### src/hw/rtl/mlem_pkg.sv
// mlem_pkg: shared types, codes and helpers for the MLEM projection update block.
// Depends on nothing; every other file in hw/rtl imports it.
package mlem_pkg;

    // input item kinds
    localparam logic [1:0] KIND_LOAD   = 2'd0;
    localparam logic [1:0] KIND_LINE   = 2'd1;
    localparam logic [1:0] KIND_UPDATE = 2'd2;

    // blend modes; the two unused codes fall back to no blending
    localparam logic [2:0] MODE_NONE  = 3'd0;
    localparam logic [2:0] MODE_MUL   = 3'd1;
    localparam logic [2:0] MODE_MIX   = 3'd2;
    localparam logic [2:0] MODE_FORCE = 3'd3;
    localparam logic [2:0] MODE_INV   = 3'd4;
    localparam logic [2:0] MODE_BEAM  = 3'd5;

    // configuration register indexes
    localparam int         CFG_IDX_W      = 1;
    localparam int         CFG_DATA_W     = 17;
    localparam logic [CFG_IDX_W-1:0] REG_BLEND_MODE = 1'b0;
    localparam logic [CFG_IDX_W-1:0] REG_BLEND_MU   = 1'b1;

    localparam logic [16:0] ONE_Q16 = 17'h10000;
    localparam logic [31:0] MAX32   = 32'hFFFF_FFFF;

    localparam int QUEUE_DEPTH = 4;
    localparam int QPTR_W      = 2;

    typedef struct packed {
        logic [1:0]  kind;
        logic [11:0] voxel_index;
        logic [31:0] sample_value;
        logic [31:0] beam_value;
        logic        line_last;
    } mlem_in_t;

    typedef struct packed {
        logic [31:0] result_value;
        logic        is_projection;
        logic        line_skipped;
        logic        saturated;
    } mlem_out_t;

    typedef enum logic [1:0] {
        OP_LOAD,
        OP_LINE,
        OP_UPDATE
    } op_t;

    typedef struct packed {
        op_t         op;
        logic [11:0] voxel_index;
        logic        in_range;
        logic [31:0] sample_value;
        logic [31:0] beam_value;
        logic        line_last;
    } mlem_cmd_t;

    typedef struct packed {
        logic [2:0]  mode;
        logic [16:0] mu;
        logic [16:0] mu_inv;
    } mlem_cfg_t;

    typedef struct packed {
        logic full;
        logic empty;
    } mlem_qstat_t;

    typedef struct packed {
        logic        start;
        logic [63:0] dividend;
        logic [63:0] divisor;
    } mlem_div_req_t;

    typedef struct packed {
        logic        done;
        logic [63:0] quotient;
    } mlem_div_rsp_t;

    typedef enum logic [4:0] {
        ST_CLEAR,
        ST_IDLE,
        ST_LN_M1,
        ST_LN_M2,
        ST_LN_M3,
        ST_LN_M4,
        ST_LN_ACC,
        ST_LN_SUM,
        ST_BP_RD,
        ST_BP_ADDR,
        ST_BP_READ,
        ST_BP_DIV,
        ST_BP_WAIT,
        ST_BP_WR,
        ST_UP_M1,
        ST_UP_M2,
        ST_UP_M3,
        ST_UP_CHK,
        ST_UP_WAIT,
        ST_EMIT
    } mlem_state_t;

    function automatic logic [31:0] sat32(input logic [63:0] v);
        return (|v[63:32]) ? MAX32 : v[31:0];
    endfunction

    function automatic logic [47:0] sat48(input logic [48:0] v);
        return v[48] ? 48'hFFFF_FFFF_FFFF : v[47:0];
    endfunction

endpackage

### src/hw/rtl/mlem_queue.sv
// mlem_queue: short command queue between the front and back parts.
// Depends on mlem_pkg.
module mlem_queue
    import mlem_pkg::*;
(
    input  logic        aclk,
    input  logic        aresetn,
    input  logic        push,
    input  mlem_cmd_t   push_data,
    input  logic        pop,
    output mlem_cmd_t   head,
    output mlem_qstat_t stat
);
    mlem_cmd_t         entry_reg [QUEUE_DEPTH];
    logic [QPTR_W-1:0] wr_ptr_reg, wr_ptr_next;
    logic [QPTR_W-1:0] rd_ptr_reg, rd_ptr_next;
    logic [QPTR_W:0]   count_reg, count_next;

    assign stat.full  = (count_reg == (QPTR_W+1)'(QUEUE_DEPTH));
    assign stat.empty = (count_reg == '0);
    assign head       = entry_reg[rd_ptr_reg];

    always_comb begin
        wr_ptr_next = push ? wr_ptr_reg + 1'b1 : wr_ptr_reg;
        rd_ptr_next = pop  ? rd_ptr_reg + 1'b1 : rd_ptr_reg;
        count_next  = count_reg + (QPTR_W+1)'(push) - (QPTR_W+1)'(pop);
    end

    always_ff @(posedge aclk) begin
        if (!aresetn) begin
            wr_ptr_reg <= '0;
            rd_ptr_reg <= '0;
            count_reg  <= '0;
        end else begin
            wr_ptr_reg <= wr_ptr_next;
            rd_ptr_reg <= rd_ptr_next;
            count_reg  <= count_next;
        end
    end

    always_ff @(posedge aclk) begin
        if (push) begin
            entry_reg[wr_ptr_reg] <= push_data;
        end
    end

endmodule

### config.mk
export PLATFORM = sky130hd
export DESIGN_NAME = mlem_queue
export DESIGN_NICKNAME = d
export VERILOG_FILES = /design/src/hw/rtl/mlem_pkg.sv /design/src/hw/rtl/mlem_queue.sv
export SDC_FILE = /design/constraint.sdc
export NUM_CORES = 1
export LEC_CHECK = 0
export ABC_AREA = 1
export BUFFER_PORTS_ARGS = -buffer_cell sky130_fd_sc_hd__buf_2
export CORE_MARGIN = 2
export CORE_UTILIZATION = 30
export DETAILED_ROUTE_END_ITERATION = 6
export PLACE_DENSITY = 0.54
export SYNTH_ARGS = -nofsm -noshare
export SYNTH_HDL_FRONTEND = slang
export SYNTH_SLANG_ARGS = --single-unit
export TNS_END_PERCENT = 100
### constraint.sdc
create_clock -name aclk -period 3.6 [get_ports aclk]
set_input_delay 0.36 -clock aclk [delete_from_list [all_inputs] [get_ports aclk]]
set_output_delay 0.36 -clock aclk [all_outputs]
set_load 0.005 [all_outputs]
Word-level counts from Yosys, hierarchy flattened
Memories as Yosys holds them, arrays and structs flattened. A register that Yosys moved wholly into a read port is not among the register bits.
Cells that the tools add are included.
{ "totals": {"ff_bits": 7, "latch_bits": 0, "ramBits": 320, "mem_bits_ro": 0, "input_bits": 84, "out_inout_bits": 82, "elab_cells": 14, "n_memories": 1} }
{ "classes": {"add_sub_neg": 4, "mul": 0, "n_div": 0, "magnitude_cmp": 0, "n_eq_ne": 1, "n_shift": 0, "mux": 4, "bitwise": 0, "reduce_logical": 1} }
{ "memory_table": {"columns": ["memory", "depth", "width", "read_ports", "rd_ports_with_merged_regs", "wr", "line_no", "text"], "rows": [
  ["entry_reg", 4, 80, 1, 1, 1, "mlem_queue.sv:14", "mlem_cmd_t entry_reg [QUEUE_DEPTH];"]
]} }
{ "ops": {"columns": ["operator", "n"], "rows": [
  ["adder 2 x 1 -> 2 bit, second input constant", 2],
  ["two-way mux 2 bit", 2],
  ["adder 3 x 1 -> 3 bit", 1],
  ["== test 3 bit, second input constant", 1],
  ["logical NOT 3 bit", 1],
  ["subtractor 3 x 1 -> 3 bit", 1],
  ["two-way mux 1 bit", 2]
]} }

Logic depth before layout (Yosys ltp)
Gate-level depths: netlist (run 1).
{ "depth": {"depth_word": 3, "mapped_depth": 9, "ltp_nobuf": 9} }

Worst setup path before layout (run 1)
OpenSTA, ideal clock, no wires.
{ "synth_timing": {"kind": "register to register", "startpoint": "register wr_ptr_reg[0]", "endpoint": "memory entry_reg[2][0] in the netlist's numbering, enable pin", "setup_ps": 434, "arrival_ps": 2138, "required_time_ps": 3166, "path_slack_ps": 1028, "path_stages_with_launch": 5, "path_buffers": 0, "synth_period_minus_slack_ps": 2572, "cell_sequence": "dfxtp_1 -> inv_1 -> ha_1 -> nand2_1 -> inv_1"} }
{ "synth_rtl": {"columns": ["item", "line_no", "text"], "rows": [
  ["start: declaration", "mlem_queue.sv:15", "logic [QPTR_W-1:0] wr_ptr_reg, wr_ptr_next;"],
  ["start signal: assignment", "mlem_queue.sv:35", "wr_ptr_reg <= wr_ptr_next;"],
  ["end: declaration", "mlem_queue.sv:14", null]
]} }
Straight into the memory's write port.

==> results.txt, run 1 <==
The mean instance size in the synthesized netlist is between 10 and 15 µm². The clock buffer count from CTS came out at 37. For this run, the leading register cell type out of synthesis is sky130_fd_sc_hd__edfxtp_1. The global router's overall resource usage came out at 11.9%.

The number of hold violations in the final report is 0. The worst reg-to-reg setup slack is around 1.6 ns. The via count came out at 7,558. Counting every instance in the synthesized netlist gives between 900 and 1,000.

The clock net in this run drives a total of 329 sinks. The worst-case reg-to-reg path depth is 5. The largest family of logic cells by synthesized area is compound AO/OA/AOI/OAI gates. The library cell occupying the most area in the post-synthesis netlist is sky130_fd_sc_hd__edfxtp_1. The number of violations reported at the end of detailed-routing iteration 0 came out at 424. The deepest level of the CTS H-tree is 2. Yosys mapped a number of flops with a built-in enable equal to 320.

The number of global-route vias before repair came to 7,274. The met2 layer usage reported by global route came out at 18.3%. The worst relative slew slack is 49.1%.

The number of antenna-violating nets in the routed design is 0. The worst register-to-register path begins at wr_ptr_reg[0]$_SDFFE_PN0P_. The combined buffer and inverter count along the critical path came out at 2. The dominant delay contributor by cell family on the critical path is flip-flops.

The area taken by flip-flops and latches is 9800 µm². In this run the post-CTS setup repair buffer count came out at 0. The maximum fanout along the worst path came out at 56. For met1 alone, demand over resource in global routing was 15.8%. For this design, the slowest cell found on the critical path is sky130_fd_sc_hd__dfxtp_4. In the post-synthesis netlist, the biggest area contributors are sky130_fd_sc_hd__edfxtp_1 74%, sky130_fd_sc_hd__inv_1 5.1%, sky130_fd_sc_hd__nand2_1 4.9%. The starting density of the core came out at between 30% and 40%. The endpoint identified for the worst register-to-register timing path is entry_reg[0][56]$_DFFE_PP_. For this run, the post-layout net count is approximately 1,300. The startpoint type of the worst setup path is a flop. The HPWL after detailed placement came out at 15,600 µm. The die outline height came out at 213 µm. TritonCTS built the clock tree. The final setup violation count came out at 0. The die footprint is 45,200 µm².

The deepest clock path buffer count came out at 3. The endpoint of the worst setup timing path is head[4]. The worst-case hold slack is 0.0414 ns. Buffers inserted to repair hold after CTS numbered 4. The number of inserted filler cells in the final layout is 4,182. Yosys printed 0 warnings.

The clock latency of the later-clocked register in the worst-skew pair came out at about 0.54 ns. The number of cells upsized or downsized after cts is 0. Clock-pin slew was measured on the worst setup and hold paths at 0.06 ns. After synthesis, the share of flip-flops with an asynchronous set or reset is 0%. The required time of the critical path is 3.24 ns. The power after layout came out at 8.82 mW. Counting buffers and inverters, the worst setup path is 4 cells deep. For the pin with the worst max-slew slack, the measured transition is 0.764 ns.

The placeable core area came out at 43,000 µm². The share of synthesized area in the top cell type comes to 73.6%. The largest stage delay on the critical path is about 0.8 ns.

The path type of the worst setup path is reg -> out. In this run the power density over the cells is 564 nW/µm². The number of antenna violations at the first check in global routing is 5. The maximum frequency from static timing analysis is around 380 MHz. The path class of the tightest hold or removal check is in -> reg. The worst setup path is captured at an output pin.

The met3 usage is ~3.5%. The maximum resistive drop on vdd is between 0.4 and 0.5 mV. The number of pins with negative max-slew slack in the final report is 0. The post-placement cell area came out at 14,400 µm². The combined area of all synthesized cells is 13,100 µm². The setup total negative slack is 0 ns. The busiest metal layer after global routing is met2.

The leakage power summed over all cells is 6.02 nW. The share of the synthesized area in compound gates (AO/OA/AOI/OAI) is 11.1%. The arrival time reported for the critical path endpoint came out at between 2 and 2.5 ns.

The total grt overflow came out at 0. The total detailed-routing wirelength is 26,600 µm. The global placement routability congestion came out at 0.690. The mux contribution to synthesized area is 0%. The number of nets handed over by synthesis was 1,081. The die is 213 µm wide.

The average vias per placed instance is approximately 4.3. sky130_fd_sc_hd__edfxtp_1 is the most common cell in the netlist. The share of synthesized cell area in full adder, half adder and majority cells came out at less than 1%. The first detailed-routing pass took 4 iterations. The routed wire length per instance came out at 15.1 µm. The count of port buffers added during placement came out at 165. The final critical-path share of the clock period is between 70 and 80%. The final instance area came out at between 15,000 and 20,000 µm². The area of the multi-input gates came out at 2210 µm².

The first global-routing pass estimated just over 40,000 µm of wire. The post-route netlist has 19.8% of its cells at a drive strength greater than 1. The number of placement rows is 76. between 150 and 200 I/O pins were placed. The simple-gate share of the synthesized area came out at 5.02%. Setup repair after global routing left no endpoint under its margin. The number of design rule violations left after detail routing came out at 0. Ranked by instance count, the synthesized netlist is headed by 320 x sky130_fd_sc_hd__edfxtp_1, 176 x sky130_fd_sc_hd__inv_1, 170 x sky130_fd_sc_hd__nand2_1, 85 x sky130_fd_sc_hd__a21oi_1, 80 x sky130_fd_sc_hd__o211ai_1. The register with the most flip-flops in the layout has 320 of them. The final standard cell count with taps included and fillers excluded is 1,769. Timing analysis after detailed placement gives a worst setup slack of 1.51 ns. The time the worst path needs with I/O delays and setup is 2.62 ns. Across the run, the number of max-cap violations was 0. The number of register bits inferred by synthesis came out at 329. In the post-route analysis, the smallest setup slack over all paths is 0.980 ns. Of the total synthesized cell area, the portion taken by XOR and XNOR cells is 0%. Walking the worst path, the cells encountered are buf_4, o211ai_1, nand2_1, buf_2. The utilization after layout came out at 36.4%. Entering global routing, the biggest net connects just over 100 pins. Summing the sequential cell areas from Yosys gives 75.0% of the chip area. The run finished with clean final reports. The count of cell types in the netlist is 19.

The area growth from synthesis to final layout came out at 19.9%. Once placement completed, the tool counted placed cells totaling 1,701. Clock tree synthesis selected as its root buffer the cell sky130_fd_sc_hd__clkbuf_16. The largest clock skew in the final design is 0.0141 ns.
==> area by class of cell <==
cell class	instances	share of cell area (%)
inverter	176	4.29
clock inverter	14	0.911
antenna	1	0.0160
sequential	329	62.6
clock buffer	49	6.60
timing repair buffer	184	6.81
multi-input combinational	431	14.1
tap	585	4.68
==> cell families (layout without fill, tap and decap cells) <==
group / count (synthesis) / count (layout)
AOI/OAI and AO/OA: 250 / 250
adders and majority gates: 7 / 7
buffers and inverters: 230 / 423
DFF: 329 / 329
other: 0 / 1
and+or+nand+nor: 174 / 174
==> worst min path at each step <==
stage,slack [ns],cells past startpoint,from,to
2_1_floorplan,0.44,2,rd_ptr_reg[1]$_SDFFE_PN0P_,flop
3_3_place_gp,0.44,2,rd_ptr_reg[1]$_SDFFE_PN0P_,flop
3_5_place_dp,0.45,2,rd_ptr_reg[1]$_SDFFE_PN0P_,flop
4_1_cts,0.0009,1,push_data[22],entry_reg[3][22]$_DFFE_PP_
5_1_grt,0.02,1,push_data[22],entry_reg[3][22]$_DFFE_PP_
6_report,0.04,1,push_data[68],entry_reg[3][68]$_DFFE_PP_
==> layout by cell type (no fill, tap or decap), types with 8 or more instances in the layout <==
| cell | count |
|---|---|
| sky130_fd_sc_hd__clkinv_1 | 8 |
| sky130_fd_sc_hd__o21ai_0 | 24 |
| sky130_fd_sc_hd__inv_1 | 172 |
| sky130_fd_sc_hd__nand2_1 | 170 |
| sky130_fd_sc_hd__buf_4 | 8 |
| sky130_fd_sc_hd__o211ai_1 | 80 |
| sky130_fd_sc_hd__clkbuf_1 | 8 |
| sky130_fd_sc_hd__edfxtp_1 | 320 |
| sky130_fd_sc_hd__clkbuf_16 | 39 |
| sky130_fd_sc_hd__o21ai_1 | 60 |
| sky130_fd_sc_hd__a21oi_1 | 85 |
| sky130_fd_sc_hd__buf_2 | 165 |
==> layer usage <==
layer  wire, µm  part of all wire, %
met4        598                  2.2
met1      12300                   46
met5         55                 0.21
met3       1730                  6.5
met2      11900                   45
==> where the power goes <==
part | switching (mW) | internal, mW
sequential | 0.0636 | 4.38
clock | 1.43 | 2.22
combinational | 0.455 | 0.270
total | 1.95 | 6.87
Power figures use the tool's default switching activity.
==> inputs of run 2 (changes only) <==
==> constraint.sdc (replaced) <==
create_clock -name aclk -period 2.5 [get_ports aclk]
set_input_delay 0.25 -clock aclk [delete_from_list [all_inputs] [get_ports aclk]]
set_output_delay 0.25 -clock aclk [all_outputs]
set_load 0.005 [all_outputs]
==> results.txt, run 2 (synthesized netlist as in run 1, its figures left out) <==
The worst-case reg-to-reg path depth came out at 9 (+4). The worst relative slew slack is 59.9% (+11 points). The worst setup path is of the reg -> out kind. The count of port buffers added during placement is 165 (unchanged). The power density over the cells came out at 774 nW/µm² (+37%). In this design, the critical path's most frequently occurring cell is sky130_fd_sc_hd__nand2_1. The global placement routability congestion is 0.663 (-4.0%). The worst reg-to-reg setup slack is 0.86 ns (-0.78 ns). The worst reg2reg path endpoint is count_reg[2]$_SDFF_PN0_. The deepest clock path buffer count is 3 (unchanged).

The number of global-route vias before repair came out at 7,547 (+3.8%). The die footprint came to 45,200 µm² (unchanged). The global router's overall resource usage is 11.7% (-0.21 points). The fraction of met1 tracks used by global routing was 15.2% (-0.53 points).

The number of hold violations in the final report is 0 (unchanged). The average vias per placed instance is 4.25 (-0.46%). The final critical-path share of the clock period came out at 90.7%. The starting density of the core came out at 30.4% (unchanged). Traced cell by cell, the critical path runs through buf_12, nand2_1, o211ai_1, nand2_1, buf_2. The maximum fanout along the worst path was 56 (unchanged). The power after layout came out at 12.8 mW (+45%). STA classifies the critical path endpoint as an output pin. CTS placed an instance of sky130_fd_sc_hd__clkbuf_16 at the clock tree root. The deepest level of the CTS H-tree came to 2 (unchanged).

The global routing stage identified its most utilized layer as met2. TritonCTS built the clock tree. The startpoint identified for the worst register-to-register timing path is count_reg[0]$_SDFF_PN0_.

The largest clock skew in the final design came out at 0.00764 ns (-0.00642 ns). Setup repair after global routing left no endpoint under its margin. The number of search-and-repair iterations in the first detailed-routing pass was 4 (unchanged). The setup total negative slack came out at 0 ns (unchanged).

The number of setup buffers added after CTS is 0 (unchanged). The number of sinks handled by clock tree synthesis came out at 329 (unchanged). The register clock-pin slew on the reported worst setup and hold paths came out at 0.05 ns (about the same). The total detailed-routing wirelength is 26,200 µm (-1.5%). The number of I/O pins came out at 166 (unchanged). The combined buffer and inverter count along the critical path came out at 2 (unchanged).

The required time of the critical path was 2.25 ns (-0.99 ns). Leaving out fill and tap cells, the most frequent cell in the layout is sky130_fd_sc_hd__edfxtp_1. The time the worst path needs with I/O delays and setup came out at 2.27 ns. The clock latency of the later-clocked register in the worst-skew pair is 0.53 ns (about the same). The arrival time reported for the critical path endpoint came out at 2.02 ns (-0.24 ns). The maximum resistive drop on vdd is 0.563 mV (+36%). The HPWL after detailed placement came out at 14,800 µm (-5.2%). The final standard cell count with taps included and fillers excluded came to 1,854 (+4.8%). The pin count of the biggest net entering global routing was 99 (-2.0%).

The maximum frequency from static timing analysis came out at around 440 MHz. The die outline height came out at 213 µm (unchanged). The worst-path cell with the longest stage delay is sky130_fd_sc_hd__dfxtp_4. The number of antenna-violating nets in the routed design came out at 0 (unchanged). The clock buffer count from CTS came out at 37 (unchanged). The flip-flop count of the largest register after layout is 320 (unchanged).

The routed wire length per instance is 14.1 µm (-6.0%). The placeable core area came out at 43,000 µm² (unchanged). The number of antenna violations at the first check in global routing came to 0 (-5). The number of placement rows is 76 (unchanged). The number of nets in the final layout is 1,334 (+6.7%). The met2 layer usage reported by global route was 18.8% (+0.50 points).

The placed cell count came out at 1,707 (+0.35%). The final instance area is 16,600 µm² (+5.9%). The number of pins with negative max-slew slack in the final report came out at 0 (unchanged). The wire length of the first global-routing pass is 40,600 µm (about the same). The number of cells upsized or downsized after cts came out at 0 (unchanged).

The number of violations reported at the end of detailed-routing iteration 0 is 367 (-13%). The count of maximum capacitance violations was 0 (unchanged). The met3 usage was 2.64% (-0.81 points). The post-route worst setup slack is 0.234 ns (-0.746 ns). The worst hold path terminates at wr_ptr_reg[0]$_SDFFE_PN0P_. The share of post-route cells with drive strength above 1 is 19.2% (-0.55 points). The number of diodes came out at 0 (-1). The worst setup path is launched from a flop. The dominant delay contributor by cell family on the critical path is flip-flops. The area growth from synthesis to final layout is 26.9%. The floorplan die width came to 213 µm (unchanged).

The instance count along the most critical hold path is 3 (+2). The library cells used most frequently in the layout, excluding fill and tap cells, are 320 x sky130_fd_sc_hd__edfxtp_1, 172 x sky130_fd_sc_hd__inv_1, 170 x sky130_fd_sc_hd__nand2_1. The actual transition at the worst max-transition pin came out at 0.602 ns (-0.162 ns). The worst hold path belongs to the class in -> reg.

The startpoint identified for the worst hold timing path is push. The worst setup timing slack at the placement stage came out at 0.739 ns (-0.769 ns). The post-placement cell area was 14,600 µm² (+0.87%). The leakage power summed over all cells is 6.38 nW (+6.0%).

The run finished with clean final reports. The final setup violation count came to 0 (unchanged). The number of design rule violations left after detail routing came out at 0 (unchanged). The via count is 7,885 (+4.3%). The total grt overflow is 0 (unchanged). The largest stage delay on the critical path came out at 0.73 ns (-0.07 ns).
[run 2: cell count changes in the layout (fill, tap and decap cells not counted), sizes merged]
cell | previous run | this run
dlygate4sd3 | 4 | 82
inv | 177 | 173
buf | 180 | 186
clkinvlp | 0 | 5
diode | 1 | 0
clkinv | 10 | 11
[run 2: layer usage]
metal,vias to the layer above,wire length (µm)
met5,-,0
met4,0,553
met3,39,1380
met2,164,12400
met1,3734,11900
li1,3948,-
[run 2: worst max path at each step]
stage / from / to / slack [ns] / cells past startpoint
6_report: flop / head[59] / 0.23 / 5
5_1_grt: flop / head[3] / 0.05 / 5
4_1_cts: flop / head[59] / 0.14 / 5
3_5_place_dp: flop / head[51] / 0.74 / 5
3_3_place_gp: flop / head[48] / 0.77 / 5
2_1_floorplan: wr_ptr_reg[0]$_SDFFE_PN0P_ / entry_reg[0][0]$_DFFE_PP_ / 0.25 / 4
[run 2: tightest hold or removal path, cell delays in order]
cell	delay (ns)
sky130_fd_sc_hd__buf_2	0.15
sky130_fd_sc_hd__inv_1	0.11
sky130_fd_sc_hd__a21oi_1	0.07
[run 2: layout make-up]
type	instances	area (µm²)
clock buffers	49	1040
clock inverters	16	153
flip-flops and latches	329	9800
multi-input cells	431	2210
repair buffers	268	1970
well taps	585	732
inverters	176	676
fillers	4126	26400
[run 2: timing repair]
action	4_1_cts	5_1_grt
hold buffers	82	0
endpoints found under the setup margin	0	0
hold endpoints to repair	329	0
[run 2: where the power goes]
group / internal (mW) / leakage, nW / switching (mW)
sequential: 6.31 / 3.02 / 0.0761
clock: 3.23 / 0.584 / 2.03
combinational: 0.495 / 2.78 / 0.687
total: 10.0 / 6.38 / 2.79
[run 2: stage by stage]
step	hold WS, ns	utilization (%)
after global placement	0.446	33.9
after CTS	0.0515	38.6
after floorplan	0.342	-
after global routing	0.0721	38.6
final	0.0908	38.6
after detailed placement	0.443	33.9
==> inputs of run 3 (changes only) <==
--- a/config.mk
+++ b/config.mk
@@ -11,6 +11,7 @@
 export CORE_UTILIZATION = 30
 export DETAILED_ROUTE_END_ITERATION = 6
 export PLACE_DENSITY = 0.54
+export REMOVE_ABC_BUFFERS = 1
 export SYNTH_ARGS = -nofsm -noshare
 export SYNTH_HDL_FRONTEND = slang
 export SYNTH_SLANG_ARGS = --single-unit
==> results.txt, run 3 (synthesized netlist as in run 1, its figures left out) <==
The run finished with clean final reports. The number of antenna-violating nets in the routed design came out at 0 (unchanged). The global router's overall resource usage came to 11.7% (+0.065 points).

The HPWL after detailed placement came out at 15,400 µm (+4.3%). The final standard cell count with taps included and fillers excluded came out at 1,855 (+0.054%). The final instance area is 16,500 µm² (-0.51%). The clock latency of the later-clocked register in the worst-skew pair came out at 0.54 ns (about the same). The number of cells upsized or downsized after cts is 0 (unchanged). The number of global-route vias before repair came out at 7,582 (+0.46%). The total grt overflow came to 0 (unchanged). The number of inserted filler cells in the final layout is 4,177 (+1.2%). The number of nets in the final layout is 1,334 (unchanged). The count of port buffers added during placement is 165 (unchanged). TritonCTS built the clock tree. The pin count of the biggest net entering global routing came out at 125 (+26%).

The area growth from synthesis to final layout is 26.3%. The share of power burned in registers is 50.7% (+0.9 points). The worst setup timing slack at the placement stage came out at 0.758 ns (+0.0197 ns).

The share of post-route cells with drive strength above 1 was 19.1% (-0.16 points). The number of violations reported at the end of detailed-routing iteration 0 came out at 383 (+4.4%). The placeable core area is 43,000 µm² (unchanged). Setup repair after global routing left no endpoint under its margin.

The starting density of the core is 30.4% (unchanged). STA classifies the critical path endpoint as an output pin. The path type of the worst setup path is reg -> out. The largest clock skew in the final design came out at 0.0203 ns (+0.0126 ns). The total detailed-routing wirelength is 26,200 µm (about the same). Traced cell by cell, the critical path runs through buf_12, nand2_1, o211ai_1, nand2_1, buf_2.

The clock tree root driver cell is sky130_fd_sc_hd__clkbuf_16. The worst reg2reg path endpoint is entry_reg[0][22]$_DFFE_PP_. The time the worst path needs with I/O delays and setup is 2.24 ns (-0.0309 ns).

The number of pins with negative max-slew slack in the final report came out at 0 (unchanged). In this run the worst hold path is classified as in -> reg. The internal cell power is 9.74 mW (-2.9%).

The via count is 7,880 (-0.063%). The worst relative slew slack came out at 63.9% (+4.1 points). The final critical-path share of the clock period came to 89.4% (-1.2 points). The combined buffer and inverter count along the critical path came out at 2 (unchanged). The switching part of the total power came out at 22.6% (+0.85 points).

The clock buffer count from CTS is 37 (unchanged). The number of stages on the worst setup path is 5 (unchanged). The post-route worst setup slack came out at 0.265 ns (+0.0309 ns).

The actual transition at the worst max-transition pin is 0.541 ns (-0.0609 ns). The worst register-to-register path begins at wr_ptr_reg[0]$_SDFFE_PN0P_. The maximum frequency from static timing analysis came out at 447 MHz (+1.4%). The worst-case hold slack came out at 0.0612 ns (-0.0295 ns). The power density over the cells is 763 nW/µm² (-1.4%). The required time of the critical path came out at 2.25 ns (about the same). The die outline height is 213 µm (unchanged). The number of placement rows came out at 76 (unchanged). The register clock-pin slew on the reported worst setup and hold paths came to 0.06 ns (about the same).

The number of antenna violations at the first check in global routing is 1 (+1). The routed wire length per instance is 14.1 µm (-0.15%). The endpoint of the worst setup timing path is head[19]. The power share of the combinational group was 9.4% (+0.2 points). Leaving out fill and tap cells, the most frequent cells in the layout are 320 x sky130_fd_sc_hd__edfxtp_1, 172 x sky130_fd_sc_hd__inv_1, 170 x sky130_fd_sc_hd__nand2_1. By instance count, the cell type seen most on the critical path is sky130_fd_sc_hd__nand2_1.

The floorplan die width is 213 µm (unchanged). The worst reg-to-reg setup slack is 0.77 ns (-0.09 ns). The number of setup buffers added after CTS was 0 (unchanged). The number of design rule violations left after detail routing is 0 (unchanged). The number of sinks handled by clock tree synthesis came out at 329 (unchanged). On the critical path, the stage with the largest delay is an instance of sky130_fd_sc_hd__dfxtp_4. The average vias per placed instance came to 4.25 (-0.12%). The arrival time reported for the critical path endpoint was 1.99 ns (-0.03 ns). The flip-flop count of the largest register after layout is 320 (unchanged). The worst setup path is launched from a flop. The placed cell count is 1,707 (unchanged).

The number of search-and-repair iterations in the first detailed-routing pass came out at 4 (unchanged). The clock share of power came out at 39.9% (-1.1 points). The maximum fanout along the worst path was 124 (+120%). The die footprint came out at 45,200 µm² (unchanged). The post-placement cell area is 14,500 µm² (-0.12%). The number of hold violations in the final report was 0 (unchanged). The largest stage delay on the critical path is 0.49 ns (-0.24 ns). The global placement routability congestion came out at 0.685 (+3.3%).

The wire length of the first global-routing pass is 40,800 µm (+0.29%). The number of I/O pins was 166 (unchanged). The final setup violation count came to 0 (unchanged). The power after layout came out at 12.6 mW (-1.9%). The kind of cell with the highest combined delay along the critical path is buffers and inverters. The deepest level of the CTS H-tree is 2 (unchanged). The reported net switching power came out at 2.85 mW (+2.0%). The worst-case reg-to-reg path depth came to 5 (-4). The instance count along the most critical hold path came out at 3 (unchanged).

Leaving out fill and tap cells, the most frequent cell in the layout is sky130_fd_sc_hd__edfxtp_1. The maximum resistive drop on vdd came to 0.405 mV (-28%). The deepest clock path buffer count came out at 3 (unchanged). The leakage power summed over all cells is 6.37 nW (-0.15%). The count of maximum capacitance violations is 0 (unchanged).
run 3: cell types whose count changed in the layout (fill, tap and decap cells not counted), sizes merged:
| cell | previous run | this run |
|---|---|---|
| inv | 173 | 177 |
| clkinv | 11 | 16 |
| bufinv | 3 | 2 |
| clkinvlp | 5 | 0 |
| clkbuf | 49 | 46 |
| diode | 0 | 1 |
run 3: worst min-delay path by stage:
stage | to | from | slack (ns)
finish | wr_ptr_reg[0]$_SDFFE_PN0P_ | push | 0.06
global route | wr_ptr_reg[1]$_SDFFE_PN0P_ | push | 0.04
CTS | wr_ptr_reg[0]$_SDFFE_PN0P_ | push | 0.007
detailed placement | flop | rd_ptr_reg[1]$_SDFFE_PN0P_ | 0.45
global placement | flop | rd_ptr_reg[1]$_SDFFE_PN0P_ | 0.44
floorplan | flop | pop | 0.34
run 3: layout make-up:
cell class | instances | area (µm²) | share of cell area (%)
Sequential cell | 329 | 9800 | 59.4
Multi-Input combinational cell | 431 | 2210 | 13.4
Timing Repair Buffer | 268 | 1950 | 11.9
Clock buffer | 46 | 960 | 5.82
Tap cell | 585 | 732 | 4.44
Inverter | 176 | 671 | 4.07
Clock inverter | 19 | 166 | 1.01
Antenna cell | 1 | 2.50 | 0.0152
run 3: per-layer routing:
layer / track usage [%] / wire (µm) / vias to the layer above
met3: 2.85 / 1360 / 43
li1: - / - / 3957
met4: 4.53 / 584 / 0
met1: 15.7 / 12300 / 3727
met2: 18.4 / 11900 / 153
met5: 0 / 0 / -
run 3: worst reg2reg max path: stages, from the launching register on:
cell,delay [ns]
sky130_fd_sc_hd__dfxtp_1,0.33
sky130_fd_sc_hd__inv_1,0.12
sky130_fd_sc_hd__ha_1,0.17
sky130_fd_sc_hd__nand2_1,0.08
sky130_fd_sc_hd__inv_4,0.29
sky130_fd_sc_hd__buf_4,0.38
run 3: power by group through the flow:
stage          logic, mW  registers [mW]  clock network (mW)
3_3_place_gp        1.09            6.49                   0
4_1_cts             1.22            6.38                5.20
5_1_grt             1.35            6.40                5.42
2_1_floorplan      0.499            6.59                   0
3_5_place_dp        1.11            6.50                   0
6_report            1.19            6.38                5.02
run 3: per-stage QoR:
stage | utilization [%] | TNS, ns
after floorplan | - | -309.86
after global placement | 33.8 | 0
after detailed placement | 33.8 | 0
after CTS | 38.4 | 0
after global routing | 38.4 | 0
final | 38.4 | 0
run 3: what timing repair did:
action,in CTS,in global routing
hold buffers,82,0
endpoints found under the setup margin,0,0
hold endpoints to repair,329,0
